==> config.mk <==
export PLATFORM = sky130hd
export DESIGN_NAME = modem_power_level_sequencer
export DESIGN_NICKNAME = d
export VERILOG_FILES = /design/src/hdl/mpls_pkg.sv /design/src/hdl/mpls_core.sv /design/src/hdl/modem_power_level_sequencer.sv
export SDC_FILE = /design/constraint.sdc
export NUM_CORES = 1
export LEC_CHECK = 0
export BUFFER_PORTS_ARGS = -buffer_cell sky130_fd_sc_hd__buf_2
export CAP_MARGIN = 15
export CORE_UTILIZATION = 40
export DETAILED_ROUTE_END_ITERATION = 16
export HOLD_SLACK_MARGIN = 0.02
export PLACE_DENSITY = 0.58
export RECOVER_POWER = 50
export SYNTH_ARGS = -nofsm -noshare
export SYNTH_HDL_FRONTEND = slang
export SYNTH_HIERARCHICAL = 1
export SYNTH_SLANG_ARGS = --single-unit
==> constraint.sdc <==
create_clock -name clk -period 3.4 [get_ports clk]
set_input_delay 0.34 -clock clk [delete_from_list [all_inputs] [get_ports clk]]
set_output_delay 0.34 -clock clk [all_outputs]
set_load 0.02 [all_outputs]
==> src/hdl/mpls_pkg.sv <==
package mpls_pkg;

  // Level codes.
  localparam logic [2:0] LVL_OFF   = 3'd0;
  localparam logic [2:0] LVL_GPRS  = 3'd5;
  localparam logic [2:0] LVL_STUCK = 3'd6;
  localparam logic [2:0] LVL_NONE  = 3'd7;

  // Event codes carried in the operation field.
  localparam logic [2:0] OP_REQUEST = 3'd0;
  localparam logic [2:0] OP_REACHED = 3'd1;
  localparam logic [2:0] OP_FAILED  = 3'd2;
  localparam logic [2:0] OP_RETRY   = 3'd3;
  localparam logic [2:0] OP_WAKE    = 3'd4;
  localparam logic [2:0] OP_DONE    = 3'd5;

  // Sequence codes reported in the action field.
  localparam logic [3:0] ACT_NONE      = 4'd0;
  localparam logic [3:0] ACT_POWER_ON  = 4'd1;
  localparam logic [3:0] ACT_RESET     = 4'd2;
  localparam logic [3:0] ACT_POWER_OFF = 4'd3;
  localparam logic [3:0] ACT_PROMPT    = 4'd4;
  localparam logic [3:0] ACT_SIM       = 4'd5;
  localparam logic [3:0] ACT_NETWORK   = 4'd6;
  localparam logic [3:0] ACT_DISCON    = 4'd7;
  localparam logic [3:0] ACT_GPRS_OPEN = 4'd8;
  localparam logic [3:0] ACT_GPRS_CLS  = 4'd9;
  localparam logic [3:0] ACT_TASK      = 4'd10;
  localparam logic [3:0] ACT_SOCKET    = 4'd11;
  // Internal code only: jump straight to the stuck level.
  localparam logic [3:0] ACT_FAKE      = 4'd12;

  localparam int IN_DATA_W  = 8;
  localparam int OUT_DATA_W = 16;

  // Sequencer state held between items.
  typedef struct packed {
    logic [2:0] now;
    logic [2:0] goal;
    logic [2:0] via;
    logic       running;
  } mpls_state_t;

  // One decoded input item.
  typedef struct packed {
    logic [2:0] op;
    logic [2:0] lvl;
    logic       task_pending;
    logic       socket_pending;
  } mpls_item_t;

  // State plus the result fields produced while handling one item.
  typedef struct packed {
    mpls_state_t st;
    logic [3:0]  act;
    logic        newlev;
    logic        reached;
    logic        failed;
    logic        ign;
  } mpls_step_t;

endpackage

==> src/hdl/mpls_core.sv <==
module mpls_core (
  input  mpls_pkg::mpls_state_t st,
  input  logic [2:0]            forced_level,
  input  mpls_pkg::mpls_item_t  item,
  output mpls_pkg::mpls_step_t  res
);
  import mpls_pkg::*;

  // Sequence to start for a move from one level (row) to another (column).
  localparam logic [3:0] PATH_TAB [7][7] = '{
    '{ACT_NONE, ACT_POWER_ON, ACT_POWER_ON, ACT_POWER_ON, ACT_POWER_ON,
      ACT_POWER_ON, ACT_FAKE},
    '{ACT_PROMPT, ACT_NONE, ACT_PROMPT, ACT_PROMPT, ACT_PROMPT, ACT_PROMPT,
      ACT_PROMPT},
    '{ACT_POWER_OFF, ACT_POWER_OFF, ACT_NONE, ACT_SIM, ACT_SIM, ACT_SIM,
      ACT_FAKE},
    '{ACT_POWER_OFF, ACT_POWER_OFF, ACT_POWER_OFF, ACT_NONE, ACT_NETWORK,
      ACT_NETWORK, ACT_FAKE},
    '{ACT_POWER_OFF, ACT_POWER_OFF, ACT_POWER_OFF, ACT_POWER_OFF, ACT_NONE,
      ACT_GPRS_OPEN, ACT_FAKE},
    '{ACT_POWER_OFF, ACT_POWER_OFF, ACT_POWER_OFF, ACT_POWER_OFF,
      ACT_GPRS_CLS, ACT_NONE, ACT_DISCON},
    '{ACT_RESET, ACT_RESET, ACT_RESET, ACT_RESET, ACT_RESET, ACT_RESET,
      ACT_FAKE}
  };

  // A level is taken unless it is out of range or already current.
  function automatic mpls_step_t do_reach(mpls_step_t x, logic [2:0] lvl);
    mpls_step_t y;
    y = x;
    if (lvl == LVL_NONE || lvl == x.st.now) begin
      y.ign = 1'b1;
    end else begin
      if (x.st.via == lvl) begin
        y.st.via = LVL_NONE;
      end
      y.st.now     = lvl;
      y.newlev     = 1'b1;
      y.reached    = x.reached | (lvl == x.st.goal);
      y.st.running = 1'b0;
    end
    return y;
  endfunction

  // Priority: intermediate level, then target, then tasks, then sockets.
  function automatic logic [3:0] pick(mpls_state_t s, logic tsk, logic sck);
    logic [3:0] a;
    if (s.via != LVL_NONE && s.via != s.now) begin
      a = PATH_TAB[s.now][s.via];
    end else if (s.now != s.goal) begin
      a = PATH_TAB[s.now][s.goal];
    end else if (tsk) begin
      a = ACT_TASK;
    end else if (s.now >= LVL_GPRS && sck) begin
      a = ACT_SOCKET;
    end else begin
      a = ACT_NONE;
    end
    return a;
  endfunction

  // Evaluation when idle; a stuck jump lands on the stuck level and
  // evaluates once more from there.
  function automatic mpls_step_t do_eval(mpls_step_t x, logic tsk, logic sck);
    mpls_step_t y;
    logic [3:0] a;
    y = x;
    if (!x.st.running) begin
      a = pick(x.st, tsk, sck);
      if (a == ACT_FAKE) begin
        y = do_reach(y, LVL_STUCK);
        a = pick(y.st, tsk, sck);
      end
      if (a == ACT_FAKE) begin
        // Already at the stuck level: the jump is rejected and stays busy.
        y.st.running = 1'b1;
        y.ign        = 1'b1;
        y.act        = ACT_NONE;
      end else begin
        y.st.running = (a != ACT_NONE);
        y.act        = a;
      end
    end
    return y;
  endfunction

  mpls_step_t base;
  mpls_step_t tmp;

  always_comb begin
    base         = '0;
    base.st      = st;
    tmp          = base;
    res          = base;
    case (item.op)
      OP_REQUEST: begin
        if (forced_level != LVL_NONE) begin
          tmp.st.goal = forced_level;
        end else if (item.lvl != LVL_NONE) begin
          tmp.st.goal = item.lvl;
        end
        res = do_eval(tmp, item.task_pending, item.socket_pending);
      end
      OP_REACHED: begin
        res = do_reach(base, item.lvl);
      end
      OP_FAILED: begin
        if (st.goal == LVL_OFF) begin
          // A failed power-off leaves the hardware stuck.
          res = do_reach(base, LVL_STUCK);
        end else begin
          tmp.st.goal    = st.now;
          tmp.st.running = 1'b0;
          tmp.failed     = 1'b1;
          if (forced_level != LVL_NONE && st.now != forced_level) begin
            tmp.st.goal = forced_level;
            res = do_eval(tmp, item.task_pending, item.socket_pending);
          end else begin
            res = tmp;
          end
        end
      end
      OP_RETRY: begin
        tmp.st.via = item.lvl;
        res = do_eval(tmp, item.task_pending, item.socket_pending);
      end
      OP_WAKE: begin
        res = do_eval(base, item.task_pending, item.socket_pending);
      end
      OP_DONE: begin
        res.st.running = 1'b0;
      end
      default: begin
        res = base;
      end
    endcase
  end

endmodule

==> src/hdl/modem_power_level_sequencer.sv <==
// Channel  Direction  Width  Contents
// in_      input      8      operation, level, task_pending, socket_pending
// out_     output     16     action, levels, busy and event flags
// cfg_     input      3      forced_level write
//
// Each item is registered on entry, and its result is computed from the held
// state and loaded into the result register when that register is free or
// drains. One item is accepted per cycle while the result side is not stalled;
// the state update is table lookup and priority logic, looked up once more after
// a stuck jump, between the input register and the result register.
// Reset (rst_n low, synchronous) powers the sequencer off, clears forcing and
// empties both registers. A stalled result holds its register; the input
// register still takes one more item behind it.
module modem_power_level_sequencer (
  input  logic                                clk,
  input  logic                                rst_n,
  // [2:0] operation, [5:3] level, [6] task_pending, [7] socket_pending
  input  logic [mpls_pkg::IN_DATA_W-1:0]      in_tdata,
  input  logic                                in_tvalid,
  output logic                                in_tready,
  // [3:0] action, [6:4] present_level, [9:7] goal_level, [10] busy_res,
  // [11] new_level_event, [12] target_reached_event, [13] failed_event,
  // [14] ignored, [15] zero
  output logic [mpls_pkg::OUT_DATA_W-1:0]     out_tdata,
  output logic                                out_tvalid,
  input  logic                                out_tready,
  input  logic                                cfg_wr_en,
  input  logic [2:0]                          cfg_wr_data
);
  import mpls_pkg::*;

  logic        s1_valid_r;
  mpls_item_t  s1_item_r;
  logic        out_valid_r;
  logic [OUT_DATA_W-1:0] out_data_r;
  logic [OUT_DATA_W-1:0] out_data_nxt;
  mpls_state_t st_r;
  logic [2:0]  forced_r;
  logic        advance;
  logic        in_take;
  mpls_step_t  step;

  // The held item moves on whenever the result register is free or drains.
  assign advance   = s1_valid_r && (!out_valid_r || out_tready);
  assign in_tready = !s1_valid_r || advance;
  assign in_take   = in_tvalid && in_tready;

  mpls_core u_core (
    .st           (st_r),
    .forced_level (forced_r),
    .item         (s1_item_r),
    .res          (step)
  );

  // Pack the result fields, highest field first.
  assign out_data_nxt = {1'b0, step.ign, step.failed, step.reached, step.newlev,
                         step.st.running, step.st.goal, step.st.now, step.act};

  // Control state, sequencer state and the configuration register.
  always_ff @(posedge clk) begin
    if (!rst_n) begin
      s1_valid_r  <= 1'b0;
      out_valid_r <= 1'b0;
      forced_r    <= LVL_NONE;
      st_r.now     <= LVL_OFF;
      st_r.goal    <= LVL_OFF;
      st_r.via     <= LVL_NONE;
      st_r.running <= 1'b0;
    end else begin
      if (in_take) begin
        s1_valid_r <= 1'b1;
      end else if (advance) begin
        s1_valid_r <= 1'b0;
      end
      if (advance) begin
        out_valid_r <= 1'b1;
        st_r        <= step.st;
      end else if (out_tready) begin
        out_valid_r <= 1'b0;
      end
      if (cfg_wr_en) begin
        forced_r <= cfg_wr_data;
      end
    end
  end

  // Payload registers.
  always_ff @(posedge clk) begin
    if (in_take) begin
      s1_item_r.op             <= in_tdata[2:0];
      s1_item_r.lvl            <= in_tdata[5:3];
      s1_item_r.task_pending   <= in_tdata[6];
      s1_item_r.socket_pending <= in_tdata[7];
    end
    if (advance) begin
      out_data_r <= out_data_nxt;
    end
  end

  assign out_tdata  = out_data_r;
  assign out_tvalid = out_valid_r;

endmodule

# Word level (Yosys, flattened, before mapping)
# Memories as Yosys holds them, arrays and structs flattened.
# Index checks and enable logic that the tools add are counted.
[op_classes]
n_lt_le_gt_ge = 19
bitwise_logic = 14
n_mux = 164
n_eq_ne = 52
reduce_logical = 29
[ops]
columns = ["operator", "count"]
rows = [
  ["4-bit 2-to-1 mux", 90],
  ["28-bit 2-to-1 mux", 10],
  ["18-bit 2-to-1 mux", 9],
  ["4-bit binary-select mux with 3-bit select", 13],
  ["3-bit 2-to-1 mux", 21],
  ["4-bit >= comparator, second input constant", 14],
  ["3-bit NOT with 4-bit output", 14],
  ["9-bit case mux with 5 select lines", 1],
  ["8-bit case mux with 5 select lines", 1],
  ["3-bit != test", 13],
  ["4-bit == test, second input constant", 8],
  ["3-bit != test, second input constant", 8],
  ["5-bit 2-to-1 mux", 4],
  ["4-bit nonzero test", 4],
  ["3-bit == test, second input constant", 5],
  ["3-bit >= comparator, second input constant", 5],
  ["1-bit logical AND", 14],
  ["3-bit == test, first input constant", 4],
  ["11-bit AND reduction", 1],
  ["1-bit 2-to-1 mux", 10],
  ["3-bit == test", 3],
  ["2-bit 2-to-1 mux", 4],
  ["3-bit by 2-bit == test with 1-bit output, second input constant", 2],
  ["3-bit zero test", 2],
  ["other kinds (9)", 18],
]
[word_totals]
word_cells = 295
regBits = 38
n_memories = 5
rom_bits = 1120
inputBits = 16
output_inout_bits = 18
[memory_table]
columns = ["name", "depth", "word_bits", "rd", "rd_clocked_by_memory_dff", "wr", "line_no", "source"]
rows = [
  ["(no name shown)", 8, 28, 1, 0, 0, "mpls_core.sv:49", "a = PATH_TAB[s.now][s.via];"],
  ["(no name shown)", 8, 28, 1, 0, 0, "mpls_core.sv:49", ""],
  ["(no name shown)", 8, 28, 1, 0, 0, "mpls_core.sv:49", ""],
  ["(no name shown)", 8, 28, 1, 0, 0, "mpls_core.sv:49", ""],
  ["(no name shown)", 8, 28, 1, 0, 0, "mpls_core.sv:49", ""],
]

# Logic depth before layout (Yosys ltp)
[logic_depth]
ltp_word = 35
ltp_mapped = 17
depth_no_buf = 14

# Modules after synthesis
# The synthesis kept the hierarchy.
[by_module_without_submodules]
columns = ["module", "seq_area_each_um2", "instances", "cells_per_inst", "area_each_um2"]
rows = [
  ["mpls_core", 0.0, 1, 615, 3986.3],
  ["modem_power_level_sequencer", 991.0, 1, 87, 1306.3],
]

# Worst setup path before layout
# OpenSTA, ideal clock, no wires.
[synth_path]
path_kind = "register -> register"
start = "register st_r[7] in the netlist's numbering"
end = "register out_data_r[2], in the netlist out_tdata[2] (data pin)"
required_time_ns = 3.128
arrival_ns = 3.122
period_less_slack_ns = 3.394
path_buffers = 3
setup_time_ns = 0.272
setup_slack_ns = 0.006
stages_incl_launch_ff = 15
cell_sequence = "dfxtp_1 > buf_4 > buf_6 > inv_2 > ha_1 > nand3b_4 > buf_2 > ha_1 > a221o_1 > nor4bb_1 > nor3_1 > nor2_1 > a31o_1 > a31oi_1 > or4_1"
[synth_rtl]
columns = ["item", "line_no", "source"]
rows = [
  ["from (decl)", "modem_power_level_sequencer.sv:37", "mpls_state_t st_r;"],
  ["from (signal assigned)", "modem_power_level_sequencer.sv:77", "st_r <= step.st;"],
  ["to (signal assigned)", "modem_power_level_sequencer.sv:96", "out_data_r <= out_data_nxt;"],
  ["to (decl)", "modem_power_level_sequencer.sv:35", "logic [OUT_DATA_W-1:0] out_data_r;"],
]

==> flow_summary.yaml <==
sta:
  rsz0062_at_grt: "no"
  final.setup_skew_ps: 3.893
  worst_slack_ps: 104.4
  hold_viol: 0
  period_minus_slack_ps: 3296
  setup_viol: 0
  drv_slew: 0
  whs_ps: 219.1
  clock.fmax_mhz: 303.4
  relSlewSlack_pct: 24.49
  timing.final.crit_share_pct: 96.93
  tightest_slew_ps: 1133
grt:
  met1_usage_pct: 48.63
  grt.total_usage_pct: 35.18
  grtUsageMet3_pct: 7.415
  grt_pass1_wl_um: 35180
  antenna_found_initial: 0
  grt_max_degree: 31
  use_met2_pct: 53.41
  grt_overflow: 0
  grt_pass1_vias: 5791
  grt_busiest_layer: "met2"
hold_path:
  min_from: "in_tdata[3]"
  min_path_type: "input port to flip-flop"
  hold_end: "s1_item_r[2]$_DFFE_PP_"
  worstHoldPathCells: 1
floorplanning:
  die_w_um: 117.0
  io_pins: 34
  core_area_um2: 12770
  dieArea_um2: 13690
  rows: 41
  die_h_um: 117.0
  start_util_pct: 41.43
clock_tree:
  clock_sinks: 38
  numCtsBuffers: 5
  htree_levels: 2
  clkLatencyLatePin_ps: 300
  hold_buffers: 0
  cts.clk_slew.worst_paths_ps: 60
  clockBufferDepth: 2
  cts_tree: "done"
  cts_root_buf: "clkbuf_16"
setup_path:
  critPathArrivalTime_ps: 3330
  end_kind: "flip-flop"
  crit_path_top_delay_cell: "or4_1"
  cp_data_required_time_ps: 3430
  crit_chain: "inv_4 > buf_4 > ha_1 > a221o_1 > nand3b_1 > nand2_1 > a32o_1 > a211oi_4 > a21oi_1 > or4_1"
  path_max_fanout: 8
  r2r_end: "out_tdata[2]$_DFFE_PP_"
  startpoint_type: "flip-flop"
  ff2ff_setup_slack_ps: 100
  reg2reg_depth: 10
  worstSetupPathType: "flip-flop to flip-flop"
  r2r-start: "st_r[8]$_SDFFE_PN0P_"
  max_stage_delay_ps: 500
layout:
  final_common_cell: "buf_4"
  drive_above_1_share_pct: 23.45
  diodes: 0
  utilization_pct: 49.95
  ff_latch_area_um2: 998.5
  finalNonFillerCells: 961
  multi_input_area_um2: 3919
  mostFrequentLayoutCells: "buf_4, nand2_1, nor2_1"
  area_growth_pct: 20.54
  fillCellCount: 1267
  layout.nets: 814
logic_synthesis:
  synth-async-reset-ratio_pct: 0
  syn_inst: 702
  post_synth.cell_area_avg_um2: 7.539
  ys_ff_latch: 38
  synth_nets: 728
  synth_edf_count: 23
  netlist_area_um2: 5293
  synth-main-ff-cell: "edfxtp_1"
  ys_warn_count: 6
  synth_cell_types: 98
  seq_area_frac_synth_pct: 18.72
placed_design:
  place_hpwl_um: 18180
  gp_congestion: 1.004
  dp_cells: 951
  pre_cts_ws_ps: -129.3
  io_buffers: 32
outcome:
  outcome: "finished, final reports clean"
detailed_routing:
  vias_per_cell: 6.532
  vias: 6277
  wl_um: 23260
  wl_per_cell_um: 24.21
  drtIter0Drc: 807
  first_pass_iters: 6
  ant_nets: 0
  drcViolationCount: 0
power_and_ir_drop:
  power_leakage_nw: 2.522
  max-vdd-ir-drop_v: 0.0001871
  finalPower_mw: 1.910
  power_density_nw_per_um2: 299.3
flow_run:
  maxCapViolCount: 0
==> layout make-up <==
type | instances | area share (%)
inverter | 25 | 1.510
clock buffer | 6 | 2.177
sequential | 38 | 15.65
timing repair buffer | 140 | 15.67
clock inverter | 2 | 0.1961
multi-input combinational | 578 | 61.42
tap | 172 | 3.373
==> where the power goes <==
part | switching, mW | leakage [nW] | internal, mW | total [mW]
Combinational | 0.529 | 2.10 | 0.345 | 0.874
Clock | 0.198 | 0.0729 | 0.290 | 0.488
Sequential | 0.0311 | 0.350 | 0.517 | 0.548
==> cell families (layout without fill, tap and decap cells) <==
kind of cell             Yosys count  count (layout)  share of synthesized area [%]
flip-flops                        38              38                          18.72
AND/OR/NAND/NOR                  269             269                          26.88
buffers and inverters             86             173                          8.629
adder cells (fa/ha/maj)           10              10                          2.364
AO/OA/AOI/OAI                    255             255                          35.56
XOR/XNOR                          16              16                          2.648
other                              2               2                         0.1419
multiplexers                      26              26                          5.059
==> worst max-delay path by stage <==
stage	start	end	slack (ps)	cells after the start
final	st_r[8]$_SDFFE_PN0P_	out_tdata[2]$_DFFE_PP_	100	10
after global routing	st_r[7]$_SDFFE_PN0P_	st_r[0]$_SDFFE_PN0P_	9	13
after CTS	st_r[7]$_SDFFE_PN0P_	st_r[0]$_SDFFE_PN0P_	6	12
after detailed placement	st_r[5]$_SDFFE_PN0P_	out_tdata[2]$_DFFE_PP_	-130	9
after global placement	st_r[8]$_SDFFE_PN0P_	out_tdata[2]$_DFFE_PP_	-120	11
after floorplan	st_r[7]$_SDFFE_PN0P_	out_tdata[2]$_DFFE_PP_	6	14
==> cells in the mapped netlist, drive strengths merged (4+ instances only) <==
| cell type | n | area, µm² |
|---|---|---|
| a21boi | 7 | 56.30 |
| o21ai | 48 | 247.7 |
| clkbuf | 20 | 76.32 |
| a2bb2oi | 8 | 82.58 |
| ha | 10 | 125.1 |
| nand3 | 25 | 125.1 |
| nand3b | 9 | 92.59 |
| inv | 25 | 96.35 |
| nand4 | 8 | 50.05 |
| and3 | 9 | 61.31 |
| o21a | 5 | 37.54 |
| nor2b | 17 | 113.9 |
| or3 | 6 | 37.54 |
| nand2b | 7 | 43.79 |
| a2111oi | 4 | 41.29 |
| a211oi | 11 | 92.58 |
| nor4 | 8 | 50.05 |
| o22ai | 7 | 43.79 |
| o211ai | 11 | 82.58 |
| nand2 | 82 | 315.3 |
| edfxtp | 23 | 690.7 |
| buf | 41 | 284.0 |
| nor3 | 24 | 120.1 |
| o311ai | 9 | 86.34 |
| o221ai | 8 | 76.32 |
| xor2 | 8 | 70.07 |
| o21bai | 4 | 30.03 |
| a31o | 5 | 43.80 |
| or4 | 5 | 41.29 |
| mux2i | 23 | 230.2 |
| a31oi | 18 | 127.6 |
| o32a | 4 | 40.04 |
| dfxtp | 15 | 300.3 |
| or2 | 4 | 27.53 |
| a22oi | 7 | 52.55 |
| o32ai | 7 | 68.82 |
| xnor2 | 8 | 70.07 |
| a21oi | 43 | 222.7 |
| and3b | 6 | 52.55 |
| a221o | 4 | 40.04 |
| a21o | 9 | 67.56 |
| nor2 | 47 | 192.7 |
| a221oi | 4 | 35.03 |
==> worst max-delay path: cells and delay by family, from the launching register on <==
kind,cells,cell delay [ps]
compound gates,4,1180
simple gates,3,940
flops,1,380
fa+ha+maj,1,290
buf+inv,2,220
==> stage by stage <==
step	TNS (ps)	instance area, µm²
floorplan	0	5293
finish	0	6380
global placement	-246.3	6155
detailed placement	-211.1	6155
CTS	0	6329
global route	0	6380
==> metal layers <==
layer,vias up,share of wire [%]
met5,-,0
met2,340,43
li1,2857,-
met1,3031,43
met3,49,9.7
met4,0,3.5
==> timing repair <==
item,CTS,global route
pin swaps,0,5
buffers inserted,0,2
gates resized for setup,4,18
gates cloned,0,0
endpoints found under the setup margin,3,13
==> sequential cells by signal (all words and copies together), names as in the netlist <==
register	cells
out_tvalid	1
forced_r	3
out_tdata	15
s1_item_r	8
s1_valid_r	1
st_r	10
Note: power is estimated with default switching activity, not from simulation.
